### config.mk
export PLATFORM = sky130hd
export DESIGN_NAME = bemf_motor_speed_pid
export DESIGN_NICKNAME = d
export VERILOG_FILES = /design/src/rtl/core/bmsp_pkg.sv /design/src/rtl/core/bmsp_mul.sv /design/src/rtl/core/bmsp_div.sv /design/src/rtl/core/bmsp_ema_bank.sv /design/src/rtl/core/bemf_motor_speed_pid.sv
export VERILOG_INCLUDE_DIRS = /design/src /design/src/rtl/core
export SDC_FILE = /design/constraint.sdc
export NUM_CORES = 2
export LEC_CHECK = 0
export ABC_CLOCK_PERIOD_IN_PS = 11300
export BUFFER_PORTS_ARGS = -buffer_cell sky130_fd_sc_hd__buf_2
export CORE_AREA = 2 2 343 515
export CTS_BUF_LIST = sky130_fd_sc_hd__clkbuf_16
export CTS_CLUSTER_SIZE = 10
export DETAILED_ROUTE_END_ITERATION = 6
export DIE_AREA = 0 0 345 517
export PLACE_DENSITY = 0.66
export RECOVER_POWER = 25
export SKIP_LAST_GASP = 1
export SLEW_MARGIN = 20
export SYNTH_ARGS = -nofsm -noshare
export SYNTH_HDL_FRONTEND = slang
export SYNTH_SLANG_ARGS = --single-unit
### constraint.sdc
create_clock -name clock -period 11.3 [get_ports clock]
set_input_delay 2.26 -clock clock [delete_from_list [all_inputs] [get_ports clock]]
set_output_delay 2.26 -clock clock [all_outputs]
set_load 0.02 [all_outputs]
### src/rtl/core/bemf_motor_speed_pid_assert.svh
// ----------------------------------------------------------------------------
// Assertion macros for the back-EMF speed controller.
// Shared property forms, clocked on clock and disabled during reset.
// ----------------------------------------------------------------------------
`ifndef BEMF_MOTOR_SPEED_PID_ASSERT_SVH
`define BEMF_MOTOR_SPEED_PID_ASSERT_SVH

// The consequent must hold in the same cycle as the antecedent.
`define BMSP_ASSERT_IMPL(name, ante, cons) \
   name: assert property (@(posedge clock) disable iff (reset) (ante) |-> (cons)) \
      else $error("bmsp assertion failed");

// The consequent must hold in the cycle after the antecedent.
`define BMSP_ASSERT_NEXT(name, ante, cons) \
   name: assert property (@(posedge clock) disable iff (reset) (ante) |=> (cons)) \
      else $error("bmsp assertion failed");

`endif

### src/rtl/core/bmsp_pkg.sv
// ----------------------------------------------------------------------------
// bmsp_pkg
// Types, codes and constants shared by the speed controller modules.
// ----------------------------------------------------------------------------
package bmsp_pkg;

   localparam int MUL_A_W = 64;
   localparam int MUL_B_W = 32;
   localparam int DIV_N_W = 64;
   localparam int DIV_D_W = 32;

   typedef struct packed {
      logic                        start;
      logic signed [MUL_A_W-1:0]   a;
      logic        [MUL_B_W-1:0]   b;
   } mul_cmd_type;

   typedef struct packed {
      logic                 start;
      logic [DIV_N_W-1:0]   dividend;
      logic [DIV_D_W-1:0]   divisor;
   } div_cmd_type;

   typedef struct packed {
      logic busy;
      logic done;
   } unit_sts_type;

   typedef enum logic [1:0] {
      STATUS_RUN        = 2'd0,
      STATUS_LOW_SUPPLY = 2'd1,
      STATUS_LOW_TARGET = 2'd2
   } status_type;

   typedef enum logic [4:0] {
      ST_IDLE, ST_SUP_MUL, ST_SUP_MUL2, ST_SUP_DIV, ST_MOT_MUL, ST_MOT_MUL2,
      ST_MOT_DIV, ST_FILTER, ST_TARGET, ST_DECIDE, ST_FF_MUL, ST_FF_DIV,
      ST_I_MUL1, ST_I_MUL2, ST_D_MUL1, ST_D_MUL2, ST_D_DIV, ST_P_MUL1,
      ST_P_MUL2, ST_O_MUL, ST_SUM2, ST_SUM3, ST_SAT, ST_DUTY_DIV, ST_OUT
   } ctrl_state_type;

   // Register indexes on the configuration port.
   localparam logic [2:0] CSR_KP          = 3'd0;
   localparam logic [2:0] CSR_MAX_TARGET  = 3'd1;
   localparam logic [2:0] CSR_MIN_TARGET  = 3'd2;
   localparam logic [2:0] CSR_MIN_SUPPLY  = 3'd3;
   localparam logic [2:0] CSR_RAMP_STEP   = 3'd4;
   localparam logic [2:0] CSR_VOLT_SHIFT  = 3'd5;
   localparam logic [2:0] CSR_KNOB_SHIFT  = 3'd6;

   // Filter channels.
   localparam int         NUM_FILTERS = 5;
   localparam logic [2:0] FLT_SUPPLY  = 3'd0;
   localparam logic [2:0] FLT_BEMF    = 3'd1;
   localparam logic [2:0] FLT_SPEED   = 3'd2;
   localparam logic [2:0] FLT_KI      = 3'd3;
   localparam logic [2:0] FLT_KD      = 3'd4;

   localparam logic [15:0] SUPPLY_FILTER_RESET = 16'd12000;

   localparam logic [31:0] PIN_FULL_MV = 32'd3300;
   localparam logic [31:0] DIVIDER_NUM = 32'd22200;
   localparam logic [31:0] DIVIDER_DEN = 32'd2200;
   localparam logic [15:0] SUP_FLOOR   = 16'd1000;
   localparam logic [31:0] PID_SCALE   = 32'd16000000;
   localparam logic [31:0] KP_SCALE    = 32'd1000;
   localparam logic [31:0] KD_SCALE    = 32'd1000000;

   localparam logic [15:0] KP_RESET         = 16'd1500;
   localparam logic [15:0] MAX_TARGET_RESET = 16'd30000;
   localparam logic [15:0] MIN_TARGET_RESET = 16'd50;
   localparam logic [15:0] MIN_SUPPLY_RESET = 16'd6000;
   localparam logic [15:0] RAMP_RESET       = 16'd100;
   localparam logic [3:0]  VOLT_SHIFT_RESET = 4'd2;
   localparam logic [3:0]  KNOB_SHIFT_RESET = 4'd3;

   // 64-bit signed add that saturates at the type limits.
   function automatic logic signed [63:0] sadd(input logic signed [63:0] a,
                                               input logic signed [63:0] b);
      logic signed [63:0] s;
      s = a + b;
      if ((a[63] == b[63]) && (s[63] != a[63])) begin
         s = a[63] ? {1'b1, 63'd0} : {1'b0, {63{1'b1}}};
      end
      return s;
   endfunction

endpackage

### src/rtl/core/bmsp_mul.sv
// ----------------------------------------------------------------------------
// bmsp_mul
// Bit-serial shift-add multiplier, one multiplier bit per cycle.
// ----------------------------------------------------------------------------
module bmsp_mul (
   input  logic                              clock,
   input  logic                              reset,
   input  bmsp_pkg::mul_cmd_type             cmd,
   output bmsp_pkg::unit_sts_type            sts,
   output logic signed [bmsp_pkg::MUL_A_W-1:0] product
);
   import bmsp_pkg::*;

   localparam int CNT_W = $clog2(MUL_B_W);

   logic signed [MUL_A_W-1:0] acc_ff, acc_in, mcand_ff;
   logic        [MUL_B_W-1:0] mplier_ff;
   logic        [CNT_W-1:0]   cnt_ff;
   logic                      busy_ff, done_ff;

   assign acc_in = mplier_ff[0] ? acc_ff + mcand_ff : acc_ff;

   always_ff @(posedge clock) begin
      if (reset) begin
         busy_ff <= 1'b0;
         done_ff <= 1'b0;
         cnt_ff  <= '0;
      end else begin
         done_ff <= 1'b0;
         if (cmd.start) begin
            busy_ff <= 1'b1;
            cnt_ff  <= '0;
         end else if (busy_ff) begin
            cnt_ff <= cnt_ff + 1'b1;
            if (cnt_ff == CNT_W'(MUL_B_W - 1)) begin
               busy_ff <= 1'b0;
               done_ff <= 1'b1;
            end
         end
      end
   end

   always_ff @(posedge clock) begin
      if (cmd.start) begin
         acc_ff    <= '0;
         mcand_ff  <= cmd.a;
         mplier_ff <= cmd.b;
      end else if (busy_ff) begin
         acc_ff    <= acc_in;
         mcand_ff  <= mcand_ff <<< 1;
         mplier_ff <= mplier_ff >> 1;
      end
   end

   assign product  = acc_ff;
   assign sts.busy = busy_ff;
   assign sts.done = done_ff;

endmodule

### src/rtl/core/bmsp_div.sv
// ----------------------------------------------------------------------------
// bmsp_div
// Restoring unsigned divider, one quotient bit per cycle.
// ----------------------------------------------------------------------------
module bmsp_div (
   input  logic                          clock,
   input  logic                          reset,
   input  bmsp_pkg::div_cmd_type         cmd,
   output bmsp_pkg::unit_sts_type        sts,
   output logic [bmsp_pkg::DIV_N_W-1:0]  quotient
);
   import bmsp_pkg::*;

   localparam int CNT_W = $clog2(DIV_N_W);

   logic [DIV_N_W-1:0] quo_ff;
   logic [DIV_D_W-1:0] rem_ff, divisor_ff;
   logic [DIV_D_W:0]   rem_sh;
   logic [DIV_D_W+1:0] trial;
   logic [CNT_W-1:0]   cnt_ff;
   logic               busy_ff, done_ff;

   assign rem_sh = {rem_ff, quo_ff[DIV_N_W-1]};
   assign trial  = {1'b0, rem_sh} - {2'b00, divisor_ff};

   always_ff @(posedge clock) begin
      if (reset) begin
         busy_ff <= 1'b0;
         done_ff <= 1'b0;
         cnt_ff  <= '0;
      end else begin
         done_ff <= 1'b0;
         if (cmd.start) begin
            busy_ff <= 1'b1;
            cnt_ff  <= '0;
         end else if (busy_ff) begin
            cnt_ff <= cnt_ff + 1'b1;
            if (cnt_ff == CNT_W'(DIV_N_W - 1)) begin
               busy_ff <= 1'b0;
               done_ff <= 1'b1;
            end
         end
      end
   end

   always_ff @(posedge clock) begin
      if (cmd.start) begin
         quo_ff     <= cmd.dividend;
         rem_ff     <= '0;
         divisor_ff <= cmd.divisor;
      end else if (busy_ff) begin
         if (!trial[DIV_D_W+1]) begin
            rem_ff <= trial[DIV_D_W-1:0];
            quo_ff <= {quo_ff[DIV_N_W-2:0], 1'b1};
         end else begin
            rem_ff <= rem_sh[DIV_D_W-1:0];
            quo_ff <= {quo_ff[DIV_N_W-2:0], 1'b0};
         end
      end
   end

   assign quotient = quo_ff;
   assign sts.busy = busy_ff;
   assign sts.done = done_ff;

endmodule

### src/rtl/core/bmsp_ema_bank.sv
// ----------------------------------------------------------------------------
// bmsp_ema_bank
// Five shift-EMA filters with residue, one shared update path.
// ----------------------------------------------------------------------------
module bmsp_ema_bank (
   input  logic                                      clock,
   input  logic                                      reset,
   input  logic                                      step_en,
   input  logic [2:0]                                idx,
   input  logic [15:0]                               x,
   input  logic [3:0]                                shift,
   output logic [bmsp_pkg::NUM_FILTERS-1:0][15:0]    values
);
   import bmsp_pkg::*;

   logic [NUM_FILTERS-1:0][15:0] value_ff, residue_ff;
   logic signed [18:0]           sum, step;
   logic [15:0]                  mask, value_in, residue_in;

   always_comb begin
      sum        = $signed({3'b000, x}) - $signed({3'b000, value_ff[idx]})
                   + $signed({3'b000, residue_ff[idx]});
      step       = sum >>> shift;
      mask       = (16'd1 << shift) - 16'd1;
      residue_in = sum[15:0] & mask;
      value_in   = value_ff[idx] + step[15:0];
   end

   // Only the supply filter starts at a nonzero value.
   always_ff @(posedge clock) begin
      if (reset) begin
         value_ff   <= (NUM_FILTERS*16)'(SUPPLY_FILTER_RESET) << (16 * FLT_SUPPLY);
         residue_ff <= '0;
      end else if (step_en) begin
         value_ff[idx]   <= value_in;
         residue_ff[idx] <= residue_in;
      end
   end

   assign values = value_ff;

endmodule

### src/rtl/core/bemf_motor_speed_pid.sv
// ----------------------------------------------------------------------------
// bemf_motor_speed_pid
// Back-EMF motor speed controller: filters, soft-start target, feedforward
// and a PID with anti-windup, computed per control tick.
// ----------------------------------------------------------------------------
//  channel  | direction | handshake            | payload
//  req_     | in        | req_valid/req_stall  | five ADC samples, elapsed ms
//  rsp_     | out       | rsp_valid/rsp_stall  | duty, status, target, ff, bemf
//  csr_     | in        | csr_wr_en            | register index and data
//
// One tick is worked through a sequencer that drives a shared bit-serial
// multiplier and a shared restoring divider. A running tick takes 13
// products and up to 5 quotients; a blocked tick stops after 5 products
// and 2 quotients.
// Reset is synchronous and restores the registers and filter state.
// The result sits in an output register, so a stalled result never holds
// up the next input transfer; only the final store waits for it.
// ----------------------------------------------------------------------------
`include "bemf_motor_speed_pid_assert.svh"

module bemf_motor_speed_pid #(
   parameter int ADC_BITS = 12,
   parameter int DUTY_MAX = 255
) (
   input  logic                          clock,
   input  logic                          reset,
   input  logic                          req_valid,
   output logic                          req_stall,
   input  logic [ADC_BITS-1:0]           req_supply_adc,
   input  logic [ADC_BITS-1:0]           req_motor_adc,
   input  logic [ADC_BITS-1:0]           req_speed_knob,
   input  logic [ADC_BITS-1:0]           req_ki_knob,
   input  logic [ADC_BITS-1:0]           req_kd_knob,
   input  logic [15:0]                   req_elapsed_ms,
   output logic                          rsp_valid,
   input  logic                          rsp_stall,
   output logic [$clog2(DUTY_MAX+1)-1:0] rsp_pwm_duty,
   output logic [1:0]                    rsp_status,
   output logic [15:0]                   rsp_ramped_target_mv,
   output logic [15:0]                   rsp_feedforward_value,
   output logic [15:0]                   rsp_filtered_bemf_mv,
   input  logic                          csr_wr_en,
   input  logic [2:0]                    csr_index,
   input  logic [15:0]                   csr_write_data
);
   import bmsp_pkg::*;

   localparam int DUTY_W = $clog2(DUTY_MAX + 1);
   localparam int NEWT_W = 32 - ADC_BITS;
   localparam logic signed [63:0] SAT_HI_LIMIT = 64'(DUTY_MAX) * 64'(PID_SCALE);
   localparam logic signed [63:0] DUTY_ONE     = 64'(PID_SCALE);

   // Configuration registers.
   logic [15:0] kp_ff, max_t_ff, min_t_ff, min_s_ff, ramp_ff;
   logic [3:0]  vsh_ff, ksh_ff;

   // Latched input samples.
   logic [ADC_BITS-1:0] sup_adc_ff, mot_adc_ff, knob_ff, ki_ff, kd_ff;
   logic [15:0]         ms_ff;

   // Tick datapath.
   ctrl_state_type      state_ff, state_in;
   logic                launched_ff;
   logic [2:0]          fidx_ff;
   logic [15:0]         pin_ff, vsup_ff, vmot_ff;
   logic [NEWT_W-1:0]   newt_ff;
   status_type          status_ff;
   logic [15:0]         soft_ff;
   logic [31:0]         ff_ff;
   logic [DUTY_W-1:0]   duty_ff;
   logic signed [63:0]  integ_ff, ip_ff, d_ff, pk_ff, o_ff;
   logic signed [17:0]  prev_ff;
   logic                first_ff;

   // Output register.
   logic                rsp_valid_ff;
   logic [DUTY_W-1:0]   rsp_duty_ff;
   status_type          rsp_status_ff;
   logic [15:0]         rsp_target_ff, rsp_ff_ff, rsp_bemf_ff;

   // Unit interfaces.
   mul_cmd_type         mul_cmd;
   div_cmd_type         div_cmd;
   unit_sts_type        mul_sts, div_sts;
   logic signed [63:0]  mul_res;
   logic [63:0]         div_res;
   logic                unit_done;

   // Filters.
   logic [NUM_FILTERS-1:0][15:0] flt;
   logic [15:0]         flt_x, bemf_raw, sup_floor;
   logic [3:0]          flt_shift;

   logic signed [16:0]  err;
   logic signed [17:0]  derr;
   logic signed [33:0]  diff_w, ramp_s;
   logic                blocked, out_free, out_load, sat_hi, sat_lo;
   logic                rsp_no_drive;

   bmsp_mul u_mul (
      .clock   (clock),
      .reset   (reset),
      .cmd     (mul_cmd),
      .sts     (mul_sts),
      .product (mul_res)
   );

   bmsp_div u_div (
      .clock    (clock),
      .reset    (reset),
      .cmd      (div_cmd),
      .sts      (div_sts),
      .quotient (div_res)
   );

   bmsp_ema_bank u_ema (
      .clock   (clock),
      .reset   (reset),
      .step_en (state_ff == ST_FILTER),
      .idx     (fidx_ff),
      .x       (flt_x),
      .shift   (flt_shift),
      .values  (flt)
   );

   // Back-EMF is floored at zero before filtering.
   assign bemf_raw  = (vsup_ff > vmot_ff) ? vsup_ff - vmot_ff : 16'd0;
   assign flt_shift = (fidx_ff < FLT_SPEED) ? vsh_ff : ksh_ff;
   assign sup_floor = (flt[FLT_SUPPLY] < SUP_FLOOR) ? SUP_FLOOR : flt[FLT_SUPPLY];
   assign err       = $signed({1'b0, soft_ff}) - $signed({1'b0, flt[FLT_BEMF]});
   assign derr      = 18'(err) - prev_ff;
   assign unit_done = mul_sts.done | div_sts.done;
   assign out_free  = !rsp_valid_ff || !rsp_stall;
   assign out_load  = (state_ff == ST_OUT) && out_free;

   always_comb begin
      case (fidx_ff)
         FLT_SUPPLY: flt_x = vsup_ff;
         FLT_BEMF:   flt_x = bemf_raw;
         FLT_SPEED:  flt_x = 16'(knob_ff);
         FLT_KI:     flt_x = 16'(ki_ff);
         FLT_KD:     flt_x = 16'(kd_ff);
         default:    flt_x = 16'd0;
      endcase
   end

   // The supply check uses the unfiltered supply; the target check the
   // freshly scaled knob target.
   assign blocked = (vsup_ff <= min_s_ff) || (32'(newt_ff) < 32'(min_t_ff));

   // Soft start: the target moves toward the new value by at most one step.
   always_comb begin
      ramp_s = $signed({18'd0, ramp_ff});
      diff_w = $signed({2'b00, 32'(newt_ff)}) - $signed({18'd0, soft_ff});
      if (diff_w > ramp_s) begin
         diff_w = ramp_s;
      end else if (diff_w < -ramp_s) begin
         diff_w = -ramp_s;
      end
   end

   // Anti-windup: hold the integrator while the output is pinned and the
   // error pushes further into the limit.
   assign sat_hi = (o_ff > SAT_HI_LIMIT) && (err > 17'sd0);
   assign sat_lo = (o_ff < 64'sd0) && (err < 17'sd0);

   // Sequencer: next state and unit commands.
   always_comb begin
      state_in         = state_ff;
      mul_cmd.start    = 1'b0;
      mul_cmd.a        = '0;
      mul_cmd.b        = '0;
      div_cmd.start    = 1'b0;
      div_cmd.dividend = '0;
      div_cmd.divisor  = '0;
      case (state_ff)
         ST_IDLE: begin
            if (req_valid) begin
               state_in = ST_SUP_MUL;
            end
         end
         ST_SUP_MUL, ST_MOT_MUL: begin
            mul_cmd.start = !launched_ff;
            mul_cmd.a     = (state_ff == ST_SUP_MUL) ? 64'(sup_adc_ff) : 64'(mot_adc_ff);
            mul_cmd.b     = PIN_FULL_MV;
            if (unit_done) begin
               state_in = (state_ff == ST_SUP_MUL) ? ST_SUP_MUL2 : ST_MOT_MUL2;
            end
         end
         ST_SUP_MUL2, ST_MOT_MUL2: begin
            mul_cmd.start = !launched_ff;
            mul_cmd.a     = 64'(pin_ff);
            mul_cmd.b     = DIVIDER_NUM;
            if (unit_done) begin
               state_in = (state_ff == ST_SUP_MUL2) ? ST_SUP_DIV : ST_MOT_DIV;
            end
         end
         ST_SUP_DIV, ST_MOT_DIV: begin
            div_cmd.start    = !launched_ff;
            div_cmd.dividend = mul_res;
            div_cmd.divisor  = DIVIDER_DEN;
            if (unit_done) begin
               state_in = (state_ff == ST_SUP_DIV) ? ST_MOT_MUL : ST_FILTER;
            end
         end
         ST_FILTER: begin
            if (fidx_ff == FLT_KD) begin
               state_in = ST_TARGET;
            end
         end
         ST_TARGET: begin
            mul_cmd.start = !launched_ff;
            mul_cmd.a     = 64'(flt[FLT_SPEED]);
            mul_cmd.b     = 32'(max_t_ff);
            if (unit_done) begin
               state_in = ST_DECIDE;
            end
         end
         ST_DECIDE: begin
            state_in = blocked ? ST_OUT : ST_FF_MUL;
         end
         ST_FF_MUL: begin
            mul_cmd.start = !launched_ff;
            mul_cmd.a     = 64'(soft_ff);
            mul_cmd.b     = 32'(DUTY_MAX);
            if (unit_done) begin
               state_in = ST_FF_DIV;
            end
         end
         ST_FF_DIV: begin
            div_cmd.start    = !launched_ff;
            div_cmd.dividend = mul_res;
            div_cmd.divisor  = 32'(sup_floor);
            if (unit_done) begin
               state_in = ST_I_MUL1;
            end
         end
         ST_I_MUL1: begin
            mul_cmd.start = !launched_ff;
            mul_cmd.a     = 64'(err);
            mul_cmd.b     = 32'(flt[FLT_KI]);
            if (unit_done) begin
               state_in = ST_I_MUL2;
            end
         end
         ST_I_MUL2: begin
            mul_cmd.start = !launched_ff;
            mul_cmd.a     = mul_res;
            mul_cmd.b     = 32'(ms_ff);
            if (unit_done) begin
               state_in = ST_D_MUL1;
            end
         end
         ST_D_MUL1: begin
            // No derivative on the first run after reset or a block, or with no time.
            if (first_ff || (ms_ff == 16'd0)) begin
               state_in = ST_P_MUL1;
            end else begin
               mul_cmd.start = !launched_ff;
               mul_cmd.a     = 64'(derr);
               mul_cmd.b     = 32'(flt[FLT_KD]);
               if (unit_done) begin
                  state_in = ST_D_MUL2;
               end
            end
         end
         ST_D_MUL2: begin
            mul_cmd.start = !launched_ff;
            mul_cmd.a     = mul_res;
            mul_cmd.b     = KD_SCALE;
            if (unit_done) begin
               state_in = ST_D_DIV;
            end
         end
         ST_D_DIV: begin
            // Divide the magnitude so the quotient truncates toward zero.
            div_cmd.start    = !launched_ff;
            div_cmd.dividend = mul_res[63] ? 64'(-mul_res) : 64'(mul_res);
            div_cmd.divisor  = 32'(ms_ff);
            if (unit_done) begin
               state_in = ST_P_MUL1;
            end
         end
         ST_P_MUL1: begin
            mul_cmd.start = !launched_ff;
            mul_cmd.a     = 64'(err);
            mul_cmd.b     = 32'(kp_ff);
            if (unit_done) begin
               state_in = ST_P_MUL2;
            end
         end
         ST_P_MUL2: begin
            mul_cmd.start = !launched_ff;
            mul_cmd.a     = mul_res;
            mul_cmd.b     = KP_SCALE;
            if (unit_done) begin
               state_in = ST_O_MUL;
            end
         end
         ST_O_MUL: begin
            mul_cmd.start = !launched_ff;
            mul_cmd.a     = 64'(ff_ff);
            mul_cmd.b     = PID_SCALE;
            if (unit_done) begin
               state_in = ST_SUM2;
            end
         end
         ST_SUM2: begin
            state_in = ST_SUM3;
         end
         ST_SUM3: begin
            state_in = ST_SAT;
         end
         ST_SAT: begin
            // A negative sum gives no drive, so the compare is signed.
            state_in = (o_ff >= DUTY_ONE) ? ST_DUTY_DIV : ST_OUT;
         end
         ST_DUTY_DIV: begin
            div_cmd.start    = !launched_ff;
            div_cmd.dividend = o_ff;
            div_cmd.divisor  = PID_SCALE;
            if (unit_done) begin
               state_in = ST_OUT;
            end
         end
         ST_OUT: begin
            if (out_free) begin
               state_in = ST_IDLE;
            end
         end
         default: begin
            state_in = ST_IDLE;
         end
      endcase
   end

   always_ff @(posedge clock) begin
      if (reset) begin
         state_ff    <= ST_IDLE;
         launched_ff <= 1'b0;
         fidx_ff     <= '0;
      end else begin
         state_ff <= state_in;
         if (mul_cmd.start || div_cmd.start) begin
            launched_ff <= 1'b1;
         end else if (unit_done) begin
            launched_ff <= 1'b0;
         end
         if (state_ff == ST_FILTER) begin
            fidx_ff <= fidx_ff + 3'd1;
         end else begin
            fidx_ff <= '0;
         end
      end
   end

   // Configuration writes.
   always_ff @(posedge clock) begin
      if (reset) begin
         kp_ff    <= KP_RESET;
         max_t_ff <= MAX_TARGET_RESET;
         min_t_ff <= MIN_TARGET_RESET;
         min_s_ff <= MIN_SUPPLY_RESET;
         ramp_ff  <= RAMP_RESET;
         vsh_ff   <= VOLT_SHIFT_RESET;
         ksh_ff   <= KNOB_SHIFT_RESET;
      end else if (csr_wr_en) begin
         case (csr_index)
            CSR_KP:         kp_ff    <= csr_write_data;
            CSR_MAX_TARGET: max_t_ff <= csr_write_data;
            CSR_MIN_TARGET: min_t_ff <= csr_write_data;
            CSR_MIN_SUPPLY: min_s_ff <= csr_write_data;
            CSR_RAMP_STEP:  ramp_ff  <= csr_write_data;
            CSR_VOLT_SHIFT: vsh_ff   <= csr_write_data[3:0];
            CSR_KNOB_SHIFT: ksh_ff   <= csr_write_data[3:0];
            default: ;
         endcase
      end
   end

   // Input samples are captured on the transfer.
   always_ff @(posedge clock) begin
      if ((state_ff == ST_IDLE) && req_valid) begin
         sup_adc_ff <= req_supply_adc;
         mot_adc_ff <= req_motor_adc;
         knob_ff    <= req_speed_knob;
         ki_ff      <= req_ki_knob;
         kd_ff      <= req_kd_knob;
         ms_ff      <= req_elapsed_ms;
      end
   end

   // Controller state that persists across ticks.
   always_ff @(posedge clock) begin
      if (reset) begin
         soft_ff  <= '0;
         integ_ff <= '0;
         prev_ff  <= '0;
         first_ff <= 1'b1;
      end else begin
         case (state_ff)
            ST_DECIDE: begin
               if (blocked) begin
                  soft_ff  <= '0;
                  integ_ff <= '0;
                  prev_ff  <= '0;
                  first_ff <= 1'b1;
               end else begin
                  soft_ff <= soft_ff + diff_w[15:0];
               end
            end
            ST_SUM3: begin
               first_ff <= 1'b0;
               prev_ff  <= 18'(err);
            end
            ST_SAT: begin
               if (!(sat_hi || sat_lo)) begin
                  integ_ff <= ip_ff;
               end
            end
            default: ;
         endcase
      end
   end

   // Per-tick working values.
   always_ff @(posedge clock) begin
      case (state_ff)
         ST_SUP_MUL, ST_MOT_MUL: begin
            if (unit_done) begin
               pin_ff <= 16'(mul_res >>> ADC_BITS);
            end
         end
         ST_SUP_DIV: begin
            if (unit_done) begin
               vsup_ff <= div_res[15:0];
            end
         end
         ST_MOT_DIV: begin
            if (unit_done) begin
               vmot_ff <= div_res[15:0];
            end
         end
         ST_TARGET: begin
            if (unit_done) begin
               newt_ff <= NEWT_W'(mul_res >>> ADC_BITS);
            end
         end
         ST_DECIDE: begin
            duty_ff <= '0;
            ff_ff   <= '0;
            d_ff    <= '0;
            if (vsup_ff <= min_s_ff) begin
               status_ff <= STATUS_LOW_SUPPLY;
            end else if (blocked) begin
               status_ff <= STATUS_LOW_TARGET;
            end else begin
               status_ff <= STATUS_RUN;
            end
         end
         ST_FF_DIV: begin
            if (unit_done) begin
               ff_ff <= div_res[31:0];
            end
         end
         ST_I_MUL2: begin
            if (unit_done) begin
               ip_ff <= sadd(integ_ff, mul_res);
            end
         end
         ST_D_DIV: begin
            if (unit_done) begin
               d_ff <= mul_res[63] ? -$signed(div_res) : $signed(div_res);
            end
         end
         ST_P_MUL2: begin
            if (unit_done) begin
               pk_ff <= mul_res;
            end
         end
         ST_O_MUL: begin
            if (unit_done) begin
               o_ff <= sadd(mul_res, pk_ff);
            end
         end
         ST_SUM2: o_ff <= sadd(o_ff, ip_ff);
         ST_SUM3: o_ff <= sadd(o_ff, d_ff);
         ST_DUTY_DIV: begin
            if (unit_done) begin
               duty_ff <= (div_res > 64'(DUTY_MAX)) ? DUTY_W'(DUTY_MAX) : DUTY_W'(div_res);
            end
         end
         default: ;
      endcase
   end

   // Output register.
   always_ff @(posedge clock) begin
      if (reset) begin
         rsp_valid_ff <= 1'b0;
      end else if (out_load) begin
         rsp_valid_ff <= 1'b1;
      end else if (!rsp_stall) begin
         rsp_valid_ff <= 1'b0;
      end
   end

   always_ff @(posedge clock) begin
      if (out_load) begin
         rsp_duty_ff   <= duty_ff;
         rsp_status_ff <= status_ff;
         rsp_target_ff <= soft_ff;
         rsp_ff_ff     <= (ff_ff > 32'd65535) ? 16'hFFFF : ff_ff[15:0];
         rsp_bemf_ff   <= flt[FLT_BEMF];
      end
   end

   assign req_stall             = (state_ff != ST_IDLE);
   assign rsp_valid             = rsp_valid_ff;
   assign rsp_pwm_duty          = rsp_duty_ff;
   assign rsp_status            = rsp_status_ff;
   assign rsp_ramped_target_mv  = rsp_target_ff;
   assign rsp_feedforward_value = rsp_ff_ff;
   assign rsp_filtered_bemf_mv  = rsp_bemf_ff;

   assign rsp_no_drive = (rsp_pwm_duty == '0) && (rsp_feedforward_value == 16'd0)
                         && (rsp_ramped_target_mv == 16'd0);

   // A unit is only started when it is free, and the two never overlap.
   `BMSP_ASSERT_IMPL(a_mul_start_free, mul_cmd.start, !mul_sts.busy)
   `BMSP_ASSERT_IMPL(a_div_start_free, div_cmd.start, !div_sts.busy)
   `BMSP_ASSERT_IMPL(a_units_exclusive, mul_sts.busy, !div_sts.busy)
   // A blocked result carries no drive.
   `BMSP_ASSERT_IMPL(a_blocked_idle, rsp_valid && (rsp_status != STATUS_RUN), rsp_no_drive)
   // A taken result leaves the register unless a new one is stored.
   `BMSP_ASSERT_NEXT(a_rsp_drains, rsp_valid && !rsp_stall && (state_ff != ST_OUT), !rsp_valid)

endmodule
Word-level counts from Yosys, hierarchy flattened

Index checks and enable logic that the tools add are counted.

Register bits: 1,160
Input port bits: 100
Output and inout port bits: 60
Word-level logic and storage cells: 318

$add $sub $neg: 21
Magnitude comparators: 16
Equal/unequal tests: 65
Shifts and indexed selects: 2
Mux-type cells: 90
Bitwise gates (word level): 5
Reductions and logical operators: 60

Operator list:

| kind                                                  | number |
|---|---|
| 2-to-1 mux 64 bit                                     | 17 |
| one-hot mux 97 bit (11 select lines)                  | 1 |
| one-hot mux 97 bit (4 select lines)                   | 1 |
| adder 64 bit                                          | 5 |
| one-hot mux 64 bit (2 select lines)                   | 2 |
| one-hot mux 64 bit (3 select lines)                   | 1 |
| bitwise mux 80 bit                                    | 2 |
| 2-to-1 mux 16 bit                                     | 8 |
| 2-to-1 mux 32 bit                                     | 4 |
| negator 64 bit                                        | 2 |
| one-hot mux 5 bit (22 select lines)                   | 1 |
| 2-to-1 mux 5 bit                                      | 20 |
| 2-to-1 mux 97 bit                                     | 1 |
| binary-select mux 16 bit (select 3 bit)               | 2 |
| one-hot mux 16 bit (5 select lines)                   | 1 |
| >= comparator 64 x 25 -> 1 bit, second input constant | 1 |
| > comparator 64 x 33 -> 1 bit, second input constant  | 1 |
| > comparator 64 x 8 -> 1 bit, second input constant   | 1 |
| < comparator 64 x 1 -> 1 bit, second input constant   | 1 |
| one-hot mux 32 bit (2 select lines)                   | 1 |
| == test 5 bit, second input constant                  | 10 |
| demux 16 bit (select 3 bit)                           | 1 |
| == test 5 x 4 -> 1 bit, second input constant         | 8 |
| inequality test 2 bit, second input constant          | 19 |
| other kinds (64)                                      | 148 |

Longest topological paths before layout

Depth after elaboration: 8
Gate-level depth with buffers: 56
Depth with buffers taken out: 54

Modules after synthesis

A second synthesis with hierarchy kept.

Cells, all modules: 9,259
Area total of the unflattened synthesis: 80,881.3 µm²

Modules (own cells, without submodules):

| module               | times used | cells an instance | area each (µm²) | seq. area each (µm²) |
|---|---|---|---|---|
| bemf_motor_speed_pid | 1          | 6,140             | 52,968.3        | 18,938.2 |
| bmsp_ema_bank        | 1          | 1,399             | 10,326.2        | 3,203.1 |
| bmsp_mul             | 1          | 1,063             | 10,297.4        | 4,304.1 |
| bmsp_div             | 1          | 657               | 7,289.5         | 3,683.5 |

Least setup slack after synthesis

No wires, ideal clock.

Path type: register to register
Start: register vsup_ff[0]
End: register u_ema.value_ff (netlist bit u_ema.values[14])
Setup time: 0.070 ns
Data arrival time: 9.530 ns
Required time: 11.230 ns
Setup slack: 1.699 ns
Stages on the path, launching flop included: 54
Path buffers: 2
Period minus slack after synthesis: 9.601 ns
Path through: edfxtp_1 inv_1 ha_1 inv_1 fa_1 a21o_1 a21oi_1 o21ai_0 a21oi_1 o21bai_1 a21oi_1 o21ai_0 o41ai_1 o21bai_1 a21oi_1 nor4bb_1 clkbuf_1 clkbuf_1 (+18 left out) xor2_1 nor3_1 nor3_1 mux2i_1 mux2_2 fa_1 nor2b_1 o21ai_0 a21boi_0 o21ai_0 nand2b_1 a21o_1 a41o_1 or4_1 nand2_1 o311ai_0 nand2_1 a21oi_1

Word-level cells in the longest chain between the ends: 8
Elaborated cells between the ends (all ways): 9
Classes of those cells: add/sub (4); order compare (1); shift (1); mux (3)

RTL lines:

| what                                                     | line                        | source |
|---|---|---|
| from (decl)                                              | bemf_motor_speed_pid.sv:65  | `logic [15:0] pin_ff, vsup_ff, vmot_ff;` |
| from (signal assigned)                                   | bemf_motor_speed_pid.sv:436 | `vsup_ff <= div_res[15:0];` |
| subtractor 16 bit or > comparator 16 bit (tied branches) | bemf_motor_speed_pid.sv:127 | `assign bemf_raw = (vsup_ff > vmot_ff) ? vsup_ff - vmot_ff : 16'd0;` |
| 2-to-1 mux 16 bit                                        | bemf_motor_speed_pid.sv:127 |  |
| one-hot mux 16 bit (5 select lines) *                    | bemf_motor_speed_pid.sv:137 | `case (fidx_ff)` |
| subtractor 16 x 16 -> 17 bit *                           | bmsp_ema_bank.sv:21         | `sum = $signed({3'b000, x}) - $signed({3'b000, value_ff[idx]})` |
| adder 19 x 17 -> 19 bit *                                | bmsp_ema_bank.sv:22         | `+ $signed({3'b000, residue_ff[idx]});` |
| >>> shifter 19 x 4 -> 16 bit *                           | bmsp_ema_bank.sv:23         | `step = sum >>> shift;` |
| adder 16 bit *                                           | bmsp_ema_bank.sv:26         | `value_in = value_ff[idx] + step[15:0];` |
| bitwise mux 80 bit *                                     | bmsp_ema_bank.sv:35         | `value_ff[idx] <= value_in;` |
| to (signal assigned)                                     | bmsp_ema_bank.sv:32         | `value_ff <= (NUM_FILTERS*16)'(SUPPLY_FILTER_RESET) << (16 * FLT_SUPPLY);` |
| to (signal, indexed assignment)                          | bmsp_ema_bank.sv:35         |  |
| to (decl)                                                | bmsp_ema_bank.sv:16         | `logic [NUM_FILTERS-1:0][15:0] value_ff, residue_ff;` |

Mark *: on every way between the ends. The rest lies on a longest branch, timed or not.
A chain may end at the register's enable or synchronous reset.

Worst setup path after layout

Start: register vsup_ff[0]
End: register u_ema.value_ff (netlist bit u_ema.values[63])

The elaborated chain is that of the path after synthesis.

==> load_flow_metrics.sql <==
INSERT INTO impl_metrics (metric_group, metric, value, unit) VALUES
('outcome', 'violations', 'DRC, capacitance limit, slew limit', ''),
('sta', 'final.setup_skew', '0.0705', 'ns'),
('final_layout', 'finalNonFillerCells', '11330', ''),
('pwr', 'worst_ir_drop_vdd', '0.278', 'mV'),
('final_layout', 'fin_nets', '9598', ''),
('logic_synthesis', 'netlist_area', '0.0762', 'mm²'),
('worst_hold_path', 'hold_class', 'flop to flop', ''),
('critical_path', 'timing.critical_path.to_type', 'flop', ''),
('critical_path', 'data_arrival_time_at_the_worst_slack_endpoint', '11.38', 'ns'),
('global_routing', 'grt_remaining_overflow', '0', ''),
('critical_path', 'startpoint_type', 'flop', ''),
('critical_path', 'critical_path.top_delay_family', 'compound AO/OA/AOI/OAI gates', ''),
('logic_synthesis', 'dominant_register_cell_in_the_synthesized_netlist', 'sky130_fd_sc_hd__edfxtp_1', ''),
('global_routing', 'global_route.usage.total', '34.1', '%'),
('logic_synthesis', 'synthCells', '8856', ''),
('pwr', 'total_power', '16.3', 'mW'),
('clock_network', 'tritoncts.num_buffers', '137', ''),
('routing', 'routed_antenna_nets', '0', ''),
('critical_path', 'cp_num_buf_inv', '5', ''),
('logic_synthesis', 'async_reset_ff_share', '0', '%'),
('sta', 'worst_slew_margin_rel', '-120', '%'),
('worst_hold_path', 'worstHoldPathCells', '0', ''),
('critical_path', 'critical_path.reg2reg.startpoint', 'vsup_ff[0]', ''),
('routing', 'drtPass1Iterations', '7', ''),
('sta', 'tightest_slew', '3.31', 'ns'),
('clock_network', 'cts_tree', 'built', ''),
('pwr', 'net-switching-power', '6.74', 'mW'),
('clock_network', 'clk_latency', '0.88', 'ns'),
('pwr', 'power_frac_comb', '38.1', '%'),
('pwr', 'power.share.sequential', '35.7', '%'),
('placement', 'io_buffers', '159', ''),
('routing', 'detail_route.wl_per_cell', '27.6', 'µm'),
('critical_path', 'data_required_time_of_the_critical_path', '12.03', 'ns'),
('outcome', 'run_status', 'finished with violations', ''),
('floorplan', 'rows', '188', ''),
('global_routing', 'antenna_violations_before_repair', '30', ''),
('critical_path', 'type_of_the_worst_setup_path', 'flop to flop', ''),
('clock_network', 'clock_sinks', '1136', ''),
('critical_path', 'critical_path.reg2reg.endpoint', 'u_ema.values[63]', ''),
('routing', 'remaining_drc_errors', '24', ''),
('critical_path', 'critical-path-top-cell-by-count', 'sky130_fd_sc_hd__a21oi_1', ''),
('critical_path', 'timing.critical_path.slowest_cell_delay', '0.45', 'ns'),
('global_routing', 'via_count_of_the_first_global_routing_pass', '69382', ''),
('clock_network', 'h-tree-depth', '4', ''),
('final_layout', 'area.growth.synth_to_final', '10.7', '%'),
('global_routing', 'wire_length_of_the_first_global_routing_pass', '453', 'mm'),
('global_routing', 'maximum_number_of_pins_on_one_net_before_global_route_repair', '170', ''),
('floorplan', 'io_pins', '160', ''),
('floorplan', 'dieHeight', '517', 'µm'),
('run', 'cap_viol_max_count', '6', ''),
('floorplan', 'initial_utilization', '43.8', '%'),
('sta', 'layout_worst_path_cycle_share', '94.2', '%'),
('final_layout', 'fraction_of_final_layout_cells_with_drive_strength_greater_than_1', '7.37', '%'),
('floorplan', 'core', '0.174', 'mm²'),
('placement', 'gp_routability_congestion', '1.01', ''),
('floorplan', 'die_width', '345', 'µm'),
('routing', 'totalWireLength', '313', 'mm'),
('logic_synthesis', 'mappedNetlistNets', '9525', ''),
('worst_hold_path', 'min_delay_worst_endpoint', 'rsp_pwm_duty[1]', ''),
('final_layout', 'layout.cells.most_common', 'sky130_fd_sc_hd__nand2_1', ''),
('placement', 'post-place-cells', '11064', ''),
('sta', 'max_clock_freq', '94.0', 'MHz'),
('floorplan', 'die_area', '0.178', 'mm²'),
('logic_synthesis', 'netlist-cell-type-count', '101', ''),
('sta', 'final-max-slew-violation-count', '228', ''),
('final_layout', 'fillers', '16765', ''),
('final_layout', 'fin_util', '48.5', '%'),
('pwr', 'leakage', '32.4', 'nW'),
('pwr', 'internal_power', '9.57', 'mW'),
('logic_synthesis', 'synth-seq-area-share', '38.6', '%'),
('routing', 'drt_iter0_markers', '7153', '');
## registers in the layout, indices dropped and copies added (netlist names), 32 cells and up
| register | flops |
|---|---|
| u_ema.residue_ff | 80 |
| u_mul.product | 64 |
| u_div.rem_ff | 32 |
| pk_ff | 64 |
| u_mul.mcand_ff | 64 |
| ip_ff | 64 |
| o_ff | 64 |
| u_div.quotient | 64 |
| integ_ff | 64 |
| u_ema.values | 80 |
| d_ff | 64 |
| ff_ff | 32 |
## power by group through the flow
stage | sequential, mW | combinational [mW] | clock, mW
2_1_floorplan | 5.64 | 4.15 | 0
3_3_place_gp | 5.86 | 6.02 | 0
3_5_place_dp | 5.85 | 6.13 | 0
4_1_cts | 5.78 | 6.16 | 4.29
5_1_grt | 5.85 | 6.75 | 4.46
6_report | 5.83 | 6.22 | 4.26
## through the flow
step	setup WS [ns]	hold slack, ns	instance area [µm²]
after floorplan	1.70	0.400	76200
final	0.656	0.422	84400
after CTS	0.0146	0.422	84500
after global placement	0.136	0.410	80300
after global routing	-0.0442	0.430	84300
after detailed placement	0.0291	0.407	80300
## worst max path at each step
stage,to,cells past startpoint
after floorplan,u_ema.values[14],53
after global placement,u_ema.values[31],53
after detailed placement,u_ema.values[46],54
after CTS,u_ema.values[46],54
after global routing,u_ema.values[63],54
final,u_ema.values[63],52
## cell families (layout without fill, tap and decap cells)
logic type,after synthesis,count (layout),synth area share [%]
AOI/OAI and AO/OA,2797,2797,22.8
xor gates and xnor gates,502,502,5.79
adders and majority gates,570,570,9.49
buffers and inverters,787,969,3.93
DFF,1136,1136,38.6
muxes,83,83,1.37
other,0,12,0
and+or+nand+nor,2981,2981,18.0
## area by class of cell
| type | count | area, µm² | share of cell area [%] |
|---|---|---|---|
| Multi-Input combinational cell | 6933 | 44200 | 52.4 |
| Sequential cell | 1136 | 29400 | 34.9 |
| Clock buffer | 137 | 3430 | 4.06 |
| Tap cell | 2280 | 2850 | 3.38 |
| Timing Repair Buffer | 406 | 2360 | 2.79 |
| Inverter | 315 | 1180 | 1.40 |
| Clock inverter | 111 | 831 | 0.985 |
| Antenna cell | 12 | 30.0 | 0.0356 |
## cell usage after synthesis, drive strengths merged (211+ instances only)
master / number / area (µm²)
dfxtp: 467 / 9350
ha: 555 / 6940
a21oi: 977 / 4890
nand3: 266 / 1340
inv: 312 / 1170
xnor2: 290 / 2540
xor2: 211 / 1850
nand2: 1119 / 4200
nor2: 726 / 2730
o21ai: 700 / 3510
edfxtp: 669 / 20100
clkbuf: 420 / 1580
## routing by layer
metal / global-route usage, % / part of all wire [%] / vias up
li1: - / - / 32593
met1: 35.3 / 34 / 34143
met2: 57.2 / 47 / 3525
met3: 7.15 / 7.5 / 1303
met4: 33.7 / 12 / 24
met5: 0 / 0.045 / -
## repair_timing
item,4_1_cts,5_1_grt
setup buffers,0,5
resized for setup,1,39
pin swaps,0,8
setup endpoints to repair,9,50
No activity file was read; power rests on OpenSTA's default activity.
